<file path="src/rtl/yaz0_pkg.sv">
package yaz0_pkg;

  localparam int WindowBytes = 4096;
  localparam int WinAw = $clog2(WindowBytes);
  localparam int OutLanes = 8;
  localparam int SizeW = 27;
  localparam int HdrLen = 16;
  localparam logic [31:0] MaxOutputBytes = 32'd67108864;
  localparam int QDepth = 4;
  localparam int QAw = $clog2(QDepth);

  localparam logic [2:0] ST_OK = 3'd0;
  localparam logic [2:0] ST_HEADER = 3'd1;
  localparam logic [2:0] ST_SIZE = 3'd2;
  localparam logic [2:0] ST_DIST = 3'd3;
  localparam logic [2:0] ST_TRUNC = 3'd4;

  typedef enum logic [1:0] {
    OP_NONE,
    OP_LIT,
    OP_COPY
  } op_t;

  // One command from the front part to the back part.
  typedef struct packed {
    op_t              op;
    logic [7:0]       lit;
    logic [WinAw-1:0] offset;
    logic [8:0]       len;
    logic             fin;
    logic [2:0]       st;
    logic [SizeW-1:0] size;
  } cmd_t;

endpackage

</file>
<file path="src/rtl/yaz0_front.sv">
module yaz0_front import yaz0_pkg::*; (
  input  logic       clk,
  input  logic       rst,
  input  logic       src_valid,
  output logic       src_stall,
  input  logic [7:0] src_byte,
  input  logic       src_last,
  output logic       cmd_valid,
  output cmd_t       cmd,
  input  logic       cmd_full
);

  typedef enum logic [1:0] {
    PH_TOKEN,
    PH_REF2,
    PH_REF3
  } phase_t;

  logic [4:0]  header_index;
  logic [31:0] target_size;
  logic [26:0] bytes_produced;
  logic [7:0]  flag_byte;
  logic [3:0]  flag_bits_left;
  phase_t      token_phase;
  logic [7:0]  first_ref_byte;
  logic [7:0]  second_ref_byte;
  logic [2:0]  stream_status;

  logic [7:0]       magic;
  logic             fire;
  logic             go;
  logic [26:0]      remain;
  logic [8:0]       want;
  logic [8:0]       n;
  logic             do_copy;
  logic             bad;
  logic [WinAw-1:0] offset;
  logic [2:0]       st_f;
  logic [31:0]      ts_next;
  op_t              op;
  logic [26:0]      bp;

  assign src_stall = cmd_full;
  assign fire = src_valid && !cmd_full;
  assign go = (header_index == 5'(HdrLen)) && stream_status == ST_OK &&
              {5'd0, bytes_produced} < target_size;
  assign remain = target_size[26:0] - bytes_produced;

  always_comb begin
    unique case (header_index[1:0])
      2'd0: magic = 8'h59;
      2'd1: magic = 8'h61;
      2'd2: magic = 8'h7A;
      default: magic = 8'h30;
    endcase
  end

  always_comb begin
    do_copy = 1'b0;
    want = '0;
    offset = '0;
    if (go && token_phase == PH_REF2 && first_ref_byte[7:4] != 4'd0) begin
      do_copy = 1'b1;
      want = 9'(first_ref_byte[7:4]) + 9'd2;
      offset = {first_ref_byte[3:0], src_byte};
    end else if (go && token_phase == PH_REF3) begin
      do_copy = 1'b1;
      want = 9'(src_byte) + 9'h12;
      offset = {first_ref_byte[3:0], second_ref_byte};
    end
    bad = do_copy && ({15'd0, offset} >= bytes_produced);
    n = (27'(want) > remain) ? remain[8:0] : want;
  end

  always_comb begin
    ts_next = target_size;
    if (header_index >= 5'd4 && header_index < 5'd8) begin
      ts_next = {target_size[23:0], src_byte};
    end
    st_f = stream_status;
    if (header_index < 5'd4 && src_byte != magic && stream_status == ST_OK) begin
      st_f = ST_HEADER;
    end
    if (header_index == 5'(HdrLen - 1) && st_f == ST_OK && ts_next > MaxOutputBytes) begin
      st_f = ST_SIZE;
    end
    if (bad) begin
      st_f = ST_DIST;
    end
  end

  always_comb begin
    op = OP_NONE;
    if (do_copy && !bad) begin
      op = OP_COPY;
    end else if (go && token_phase == PH_TOKEN && flag_bits_left != 4'd0 && flag_byte[7]) begin
      op = OP_LIT;
    end
    bp = bytes_produced + ((op == OP_COPY) ? 27'(n) : (op == OP_LIT) ? 27'd1 : 27'd0);
    cmd = '0;
    cmd.op = op;
    cmd.offset = offset;
    cmd.len = n;
    cmd.lit = src_byte;
    cmd.fin = src_last;
    cmd.st = st_f;
    if (header_index < 5'(HdrLen - 1)) begin
      cmd.st = ST_HEADER;
    end else if (st_f == ST_OK) begin
      if (header_index != 5'(HdrLen)) begin
        cmd.st = (ts_next != 32'd0) ? ST_TRUNC : ST_OK;
      end else begin
        cmd.st = ({5'd0, bp} < target_size) ? ST_TRUNC : ST_OK;
      end
    end
    cmd.size = (cmd.st == ST_HEADER || cmd.st == ST_SIZE) ? '0 : ts_next[26:0];
    cmd_valid = fire && (op != OP_NONE || src_last);
  end

  always_ff @(posedge clk) begin
    if (rst) begin
      header_index <= '0;
      target_size <= '0;
      bytes_produced <= '0;
      flag_byte <= '0;
      flag_bits_left <= '0;
      token_phase <= PH_TOKEN;
      first_ref_byte <= '0;
      second_ref_byte <= '0;
      stream_status <= ST_OK;
    end else if (fire) begin
      if (src_last) begin
        header_index <= '0;
        target_size <= '0;
        bytes_produced <= '0;
        flag_byte <= '0;
        flag_bits_left <= '0;
        token_phase <= PH_TOKEN;
        first_ref_byte <= '0;
        second_ref_byte <= '0;
        stream_status <= ST_OK;
      end else if (header_index != 5'(HdrLen)) begin
        header_index <= header_index + 5'd1;
        target_size <= ts_next;
        stream_status <= st_f;
      end else if (go) begin
        stream_status <= st_f;
        unique case (token_phase)
          PH_REF2: begin
            second_ref_byte <= src_byte;
            if (!do_copy) begin
              token_phase <= PH_REF3;
            end
          end
          PH_TOKEN: begin
            if (flag_bits_left == 4'd0) begin
              flag_byte <= src_byte;
              flag_bits_left <= 4'd8;
            end else if (!flag_byte[7]) begin
              first_ref_byte <= src_byte;
              token_phase <= PH_REF2;
            end
          end
          default: begin
          end
        endcase
        if (op == OP_LIT) begin
          bytes_produced <= bytes_produced + 27'd1;
        end else if (op == OP_COPY) begin
          bytes_produced <= bytes_produced + 27'(n);
        end
        if (op != OP_NONE) begin
          flag_byte <= {flag_byte[6:0], 1'b0};
          flag_bits_left <= flag_bits_left - 4'd1;
          token_phase <= PH_TOKEN;
        end
      end
    end
  end

endmodule

</file>
<file path="config.mk">
export PLATFORM = sky130hd
export DESIGN_NAME = yaz0_front
export DESIGN_NICKNAME = d
export VERILOG_FILES = /design/src/rtl/yaz0_pkg.sv /design/src/rtl/yaz0_front.sv
export SDC_FILE = /design/constraint.sdc
export NUM_CORES = 1
export LEC_CHECK = 0
export BUFFER_PORTS_ARGS = -buffer_cell sky130_fd_sc_hd__buf_4
export CORE_MARGIN = 2
export CORE_UTILIZATION = 62
export DETAILED_ROUTE_END_ITERATION = 8
export PLACE_DENSITY = 0.82
export SETUP_SLACK_MARGIN = 0.3
export SLEW_MARGIN = 0
export SYNTH_ARGS = -nofsm -noshare
export SYNTH_HDL_FRONTEND = slang
export SYNTH_SLANG_ARGS = --single-unit
</file>
<file path="constraint.sdc">
create_clock -name clk -period 12.9 [get_ports clk]
set_input_delay 1.935 -clock clk [delete_from_list [all_inputs] [get_ports clk]]
set_output_delay 1.935 -clock clk [all_outputs]
set_load 0.005 [all_outputs]
</file>
==> results of run 1 <==
per-layer routing:
layer	track usage [%]	part of all wire [%]	wire length, microns
met2	59.1	44	14700
met5	0	0	0
met1	51.2	42	14100
met3	5.92	10	3360
met4	15.5	3.8	1280
power by group:
| group | internal (W) | total, W | switching, W |
|---|---|---|---|
| clock | 0.000137 | 0.000271 | 0.000134 |
| combinational | 0.0000128 | 0.0000408 | 0.0000280 |
| sequential | 0.000301 | 0.000303 | 0.00000183 |
| total | 0.000451 | 0.000615 | 0.000164 |
flip-flops by register name, summed over array words and instances (netlist names):
signal,flops
target_size,32
bytes_produced,27
first_ref_byte,8
flag_byte,8
second_ref_byte,8
header_index,5
flag_bits_left,4
stream_status,3
token_phase,2
worst max-delay path: cells and delay by family, from the launching register on:
family	cells	cell delay [ns]
flops	1	0.57
buf+inv	3	0.52
compound gates	19	3.70
xor+xnor	1	0.15
fa+ha+maj	5	1.57
mux	1	0.23
simple gates	12	3.06
final timing paths:
path             startpoint                  to  slack (ns)  cells after the start
max          target_size[5]             cmd[29]        0.78                     41
min            flag_byte[4]        flag_byte[4]        0.47                      1
max reg2reg  target_size[5]  bytes_produced[24]        4.56                     29
min reg2reg    flag_byte[4]        flag_byte[4]        0.47                      1
repair_timing:
action	4_1_cts	5_1_grt
setup endpoints to repair	0	1
buffers inserted	0	3
resized for setup	0	11
per-stage QoR:
step / power, W / worst slack [ns] / hold WS [ns] / instances
final: 0.000615 / 0.780 / 0.467 / 1626
after global routing: 0.000632 / 0.295 / 0.481 / 1626
after CTS: 0.000617 / 0.372 / 0.471 / 1623
after detailed placement: 0.000349 / 0.782 / 0.450 / 1607
after global placement: 0.000349 / 0.964 / 0.445 / 1607
after floorplan: 0.000336 / 2.25 / 0.433 / 1383
cell type report:
class	count	share of cell area [%]
Inverter	94	3.19
Clock inverter	7	0.656
Clock buffer	9	2.04
Timing Repair Buffer	90	6.11
Tap cell	216	2.44
Sequential cell	97	17.6
Multi-Input combinational cell	1113	68.0
cell usage in the layout (no fill, tap or decap), types with 25 or more instances in the layout:
cell type / n
a21oi_1: 153
nand2_1: 138
nor2_1: 133
ha_1: 124
dfxtp_1: 96
inv_1: 94
buf_4: 90
o21ai_0: 61
xnor2_1: 45
nor3_1: 35
a22oi_1: 35
a21o_1: 34
nand4_1: 32
nand3_1: 28
or3_1: 25
cells by family (layout without fill, tap and decap cells):
group,Yosys count,after routing
XOR/XNOR,60,60
AO/OA/AOI/OAI,413,413
buffers and inverters,173,200
flip-flops,97,97
multiplexers,23,23
adder cells (fa/ha/maj),130,130
AND/OR/NAND/NOR,487,487
==> metrics.txt, run 1 <==
outcome completed; Static Leak about 4.7 nW; fraction of registers with async set/reset 0%; setup TNS 0 ns; global route overflow 0; largest net degree at the start of global routing between 70 and 80; cell area power density around 56 nW/um^2; worst skew pair latency ~0.36 ns; crit path kind flop to primary output; Area contributors post-synth dfxtp_1, ha_1, a21oi_1; Fin. Hold Viols 0; 1st-iter DRT viols 1320; clock root buffer clkbuf_16; Top FF cell, synth dfxtp_1; MaxCap Viol Count 0; DRT antenna net count 0; GP Congestion ~1.0; row count 46; Slowest-stage cell, CP dfxtp_1; WP data arrival 10.18 ns; Adder-Cell Fraction of Synth Area 16.3%; gr usage total 37.5%; final design utilization 69.4%; cell with the most instances after synthesis a21oi_1; library cells used by synthesis between 80 and 90; DRC Markers 0; RSZ-0062 raised after global routing false; 1st-pass router iterations 6; synthesized flop and latch total between 90 and 100; H-tree depth 3; worst slew pin tran 1.07 ns; Multi-input gate area 7520 sq um; Cells after Synth between 1000 and 1500; Mapped Area just over 10000 sq um; Cell Area, Placed 10700 sq um; Post-Synth XOR/XNOR Area around 5.2%; CP max FO 11; Synth Area in Simple Gates 23.5%; vias per cell 6.59; Final Cell Area ~11000 sq um; IO buf count 76; nets about 1500; Die Wd 132 microns; routed length per instance ~21 microns; highest clock rate just over 80 MHz; Post-synth EDFFs 0; most frequent CP cell a21o_1; hold crit path type flop to flop; Die ar. approximately 17000 sq um; Seq/Total Area, Yosys 19.1%; Mapped Avg Cell Area 7.34 sq um; number of global-route vias before repair 9949; fill cell count about 1400; mux contribution to synthesized area under 10%; area grow syn2layout 9.04%; core region area approximately 16000 sq um; most instantiated cells after synthesis a21oi_1, nand2_1, nor2_1; Initial Utilization 63.6%; routed via count 10700; fin crit share a little over nine tenths; initial antenna violation count 0; register area around 1900 sq um; first-pass GRT wire length between 50 and 60 mm; Top Ports 77; largest family of logic cells by synthesized area compound AO/OA/AOI/OAI gates; Mapped Nets between 1500 and 2000; HPWL after DPL roughly 26 mm; endpoint class of the critical path primary output; final setup vio count 0; CTS tree built; Compound-Gate Fraction of Synth Area roughly a quarter; Yosys warnings 0; hold buffers post-CTS 0; CTS max path bufs 2; CTS Buf Count 9; # diodes 0; area share of the leading cell type in the synthesized netlist roughly a fifth; Final min period around 12 ns; Req. time, crit path around 11 ns; Pins Over Slew Limit 0; Synth area leader dfxtp_1; clock sinks between 90 and 100; startpoint types flop; die height around 130 microns; Routed Wire Length 33.4 mm; share of cells above drive strength 1 between 10% and 20%; Worst VDD drop 0.0679 mV; Clock transition at path regs about 0.08 ns; crit-path max cell delay 0.57 ns; worst clock skew around 0.010 ns; Slew HR approximately 28%
No activity file was read; power rests on OpenSTA's default activity.
==> run 2: changes to the inputs <==
Settings changed: BUFFER_PORTS_ARGS -buffer_cell sky130_fd_sc_hd__buf_4 to unset, DONT_BUFFER_PORTS set to 1, PLACE_DENSITY 0.82 to 0.78.
==> run 2 against run 1 <==
Critical endpoint unchanged. Critical path type unchanged. Sequential power hardly changed. Count of clock-buffer cells in the layout unchanged. Design area shrank 5.3%. Die area unchanged. Clock power increased by 3%. Register-to-register slack worse by 0.02 ns. Fmax is 0.85% higher. Sequential share of layout area up 0.98 points.
==> metrics.txt, run 2 (synthesized netlist as in run 1, its figures left out) <==
DRT antenna net count 0; initial antenna violation count 0; MaxCap Viol Count 0; vias per cell around 6.6; RSZ-0062 raised after global routing false; clock root buffer clkbuf_16; fill cell count about 1400; Die ar. around 17000 sq um; row count 46; Largest register FFs 32; Pins Over Slew Limit 0; first-pass GRT wire length between 50 and 60 mm; final setup vio count 0; highest clock rate between 80 and 90 MHz; 1st-iter DRT viols ~1100; fin crit share roughly 93%; number of global-route vias before repair between 9000 and 10000; Multi-input gate area ~7500 sq um; nets between 1000 and 1500; GP Congestion about 1; Top delay family on crit path compound AO/OA/AOI/OAI gates; worst clock skew just over 0.01 ns; Req. time, crit path around 11 ns; CTS Buf Count 9; startpoint types flop; worst slew pin tran 1.29 ns; Static Leak around 4.2 nW; Critical R2R Launch target_size[13]; hold crit path type flop to flop; biggest regs target_size x32, bytes_produced x27; Final min period about 12 ns; clock sinks 97; Initial Utilization a little under two thirds; leading cell type in the layout, fill and taps excluded a21oi_1; Slew HR roughly 14%; CTS tree built; global route overflow 0; number of cells on the critical path 42; most frequent CP cell a21o_1; worst skew pair latency about 0.36 ns; endpoint class of the critical path primary output; routed length per instance approximately 21 microns; gr usage total between 30% and 40%; WP data arrival between 10 and 15 ns; register area 1940 sq um; IO buf count 0; Clock transition at path regs ~0.08 ns; Worst VDD drop around 0.066 mV; core region area about 16000 sq um; area grow syn2layout 3.22%; H-tree depth 3; Worst R2R Path Depth 31; die height 132 microns; Critical path origin target_size[13]; setup TNS 0 ns; routed via count about 10000; 1st-pass router iterations 6; Routed Wire Length about 33 mm; most frequent cells in the layout a21oi_1, nand2_1, nor2_1; share of cells above drive strength 1 5.04%; crit path kind flop to primary output; largest net degree at the start of global routing between 70 and 80; crit-path max cell delay approximately 0.60 ns; Top Ports 77; Slowest-stage cell, CP ha_1; CP max FO 13; final design utilization about two thirds; DRC Markers 0; cell area power density a little under 60 nW/um^2; outcome completed; CTS max path bufs 2; Buf/Inv on CP 4; Fin. Hold Viols 0; largest register by flop count target_size; Die Wd between 100 and 150 microns; Hold Path Cell Cnt 1; hold path startpoint flag_byte[1]; HPWL after DPL between 20 and 30 mm; # diodes 0
## run 2: power by group
group / switching, W / leakage (nW) / total [W] / internal [W]
clock: 0.000140 / 0.147 / 0.000280 / 0.000140
sequential: 0.00000168 / 0.782 / 0.000303 / 0.000301
combinational: 0.0000167 / 3.31 / 0.0000252 / 0.00000845
total: 0.000159 / 4.24 / 0.000608 / 0.000449
## run 2: layout make-up
class	count	share of cell area, %
multi-input combinational	1113	71.9
sequential	97	18.5
inverter	94	3.37
tap	216	2.58
clock buffer	9	2.15
clock inverter	7	0.741
timing repair buffer	10	0.717
## run 2: final timing paths
path	endpoint	slack (ns)
setup / recovery	cmd[29]	0.88
hold reg to reg	flag_byte[1]	0.47
hold / removal	flag_byte[1]	0.47
setup reg to reg	bytes_produced[20]	4.54
## run 2: layer usage
metal / vias to the layer above / wire length [microns] / track usage [%]
met3: 71 / 3040 / 6.84
li1: 4877 / - / -
met5: - / 0 / 0
met1: 4805 / 14200 / 50.8
met4: 0 / 974 / 10.9
met2: 505 / 14300 / 57.6
## run 2: worst reg2reg max path: cells and delay by family (launching register included)
family | cells | cell delay (ns)
compound gates | 14 | 3.29
simple gates | 10 | 2.50
fa+ha+maj | 4 | 1.55
flops | 1 | 0.55
buf+inv | 3 | 0.40
## run 2: what timing repair did
| item | in CTS | in global routing |
|---|---|---|
| hold buffers | 0 | 0 |
| setup buffers | 0 | 3 |
| resized for setup | 1 | 8 |
| endpoints found under the setup margin | 1 | 1 |
| cloned | 0 | 0 |
| endpoints found under the hold margin | 0 | 0 |
| pin swaps | 0 | 1 |
## run 2: per-stage QoR
step	area (sq um)	hold WS [ns]	setup slack (ns)	instances	total power, W
2_1_floorplan	10100	0.433	2.25	1383	0.000336
3_3_place_gp	10100	0.450	0.992	1527	0.000334
3_5_place_dp	10100	0.449	0.713	1527	0.000334
4_1_cts	10400	0.473	0.593	1543	0.000609
5_1_grt	10500	0.493	0.314	1546	0.000623
6_report	10500	0.469	0.883	1546	0.000608
==> run 3: changes to the inputs <==
Clock period 12.9 ns to 12.3 ns, I/O delays scaled along.
==> run 3 against run 2 <==
Utilization increased by 1.1 points. Critical path depth is 1 higher. Via count is 0.96% higher. Sequential power grew 5%. Non-clock buffer count up 11. Hold slack improved by 0.0013 ns. Flip-flop and latch count stayed put. Count of clock-buffer cells in the layout unchanged. Clock power is 5% higher. Register-to-register slack worse by 0.27 ns. First-iteration DRC count is 18% higher. Global-route usage is 0.89 points higher.
==> metrics.txt, run 3 (synthesized netlist as in run 1, its figures left out) <==
endpoint class of the critical path primary output; setup ws final about 0.67 ns; routed via count around 10000; hold buffers post-CTS 0; share of cells above drive strength 1 7.23%; final std cells w/o fill 1557; highest clock rate about 86 MHz; setup TNS 0 ns; CTS Buf Count 9; biggest regs target_size x32, bytes_produced x27; most frequent CP cell a21o_1; Die ar. 17400 sq um; DRC Markers 0; largest net degree at the start of global routing between 70 and 80; startpoint types flop; Req. time, crit path between 10 and 15 ns; number of global-route vias before repair between 9000 and 10000; Routed Wire Length between 30 and 40 mm; row count 46; final setup vio count 0; 1st-iter DRT viols 1348; Multi-input gate area roughly 7600 sq um; Static Leak between 4 and 5 nW; H-tree depth 3; CTS tree built; cell area power density 59.9 nW/um^2; vias per cell 6.65; Clock transition at path regs around 0.08 ns; GP Congestion just under 1; Slew HR 33.2%; nets approximately 1500; worst skew pair latency around 0.37 ns; Cell Area, Placed slightly above 10000 sq um; die height between 100 and 150 microns; DP Worst Slack approximately 0.65 ns; Pins Over Slew Limit 0; global route overflow 0; largest register by flop count target_size; Final Cell Area approximately 11000 sq um; MaxCap Viol Count 0; IO buf count 0; clock sinks 97; CTS max path bufs 2; CP max FO 15; clock root buffer clkbuf_16; Top Ports 77; routed length per instance between 20 and 25 microns; first-pass GRT wire length ~52 mm; RSZ-0062 raised after global routing false; placed insts between 1500 and 2000; worst slew pin tran between 0.9 and 1 ns; 1st-pass router iterations 7; initial antenna violation count 0; gr usage total 37.4%; Fin. Hold Viols 0; most frequent cells in the layout a21oi_1, nand2_1, nor2_1; Initial Utilization 63.6%; Die Wd 132 microns; # diodes 0; Largest register FFs 32; worst clock skew between 0.015 and 0.02 ns; core region area 15900 sq um; crit path kind flop to primary output; DRT antenna net count 0; fin crit share between 90% and 100%; crit-path max cell delay between 0.4 and 0.5 ns; HPWL after DPL around 26 mm; outcome completed; fill cell count between 1000 and 1500; Slowest-stage cell, CP or4_1; leading cell type in the layout, fill and taps excluded a21oi_1; Final min period around 12 ns; area grow syn2layout 4.90%; register area about 1900 sq um; Worst VDD drop 0.0635 mV; WP data arrival between 9 and 10 ns; total chip power about 0.00064 W; hold crit path type flop to flop
run 3: metrics by stage:
stage               hold slack, ns  util, %
global placement             0.448     64.0
CTS                          0.473     66.0
global route                 0.485     66.7
detailed placement           0.454     64.0
finish                       0.470     66.7
floorplan                    0.433        -
run 3: worst paths after layout:
check | from | endpoint | slack [ns] | cells after the start
worst max-delay path | target_size[25] | cmd[29] | 0.67 | 43
worst min-delay path | flag_byte[1] | flag_byte[1] | 0.47 | 1
worst max register to register | target_size[25] | bytes_produced[15] | 4.27 | 29
worst min register to register | flag_byte[1] | flag_byte[1] | 0.47 | 1
run 3: routing by layer:
layer,up-vias,GRT usage (%),wire length (microns)
li1,4881,-,-
met1,4815,51.1,14500
met2,571,58.0,14800
met3,89,9.11,3310
met4,0,12.1,1030
met5,-,0,0
run 3: report_power, final:
part	leakage, nW	internal, W	switching [W]
logic	3.37	0.00000899	0.0000184
clock network	0.149	0.000145	0.000148
registers	0.784	0.000316	0.00000175
total	4.30	0.000470	0.000168
run 3: timing repair:
action	in CTS	in global routing
pin swaps	0	2
resized for setup	3	30
endpoints found under the setup margin	1	1
buffers inserted	0	2
run 3: critical path: cells and delay by family (launching register included):
family          cells  cell delay (ns)
compound gates     20             3.80
xor+xnor            1             0.15
fa+ha+maj           5             1.51
buf+inv             4             0.67
flops               1             0.39
mux                 1             0.22
simple gates       12             2.65
run 3: final cells by class:
class	instances	share of cell area [%]
clock buffer	9	2.12
clock inverter	7	0.788
inverter	94	3.32
multi-input combinational	1113	71.4
sequential	97	18.3
tap	216	2.54
timing repair buffer	21	1.52
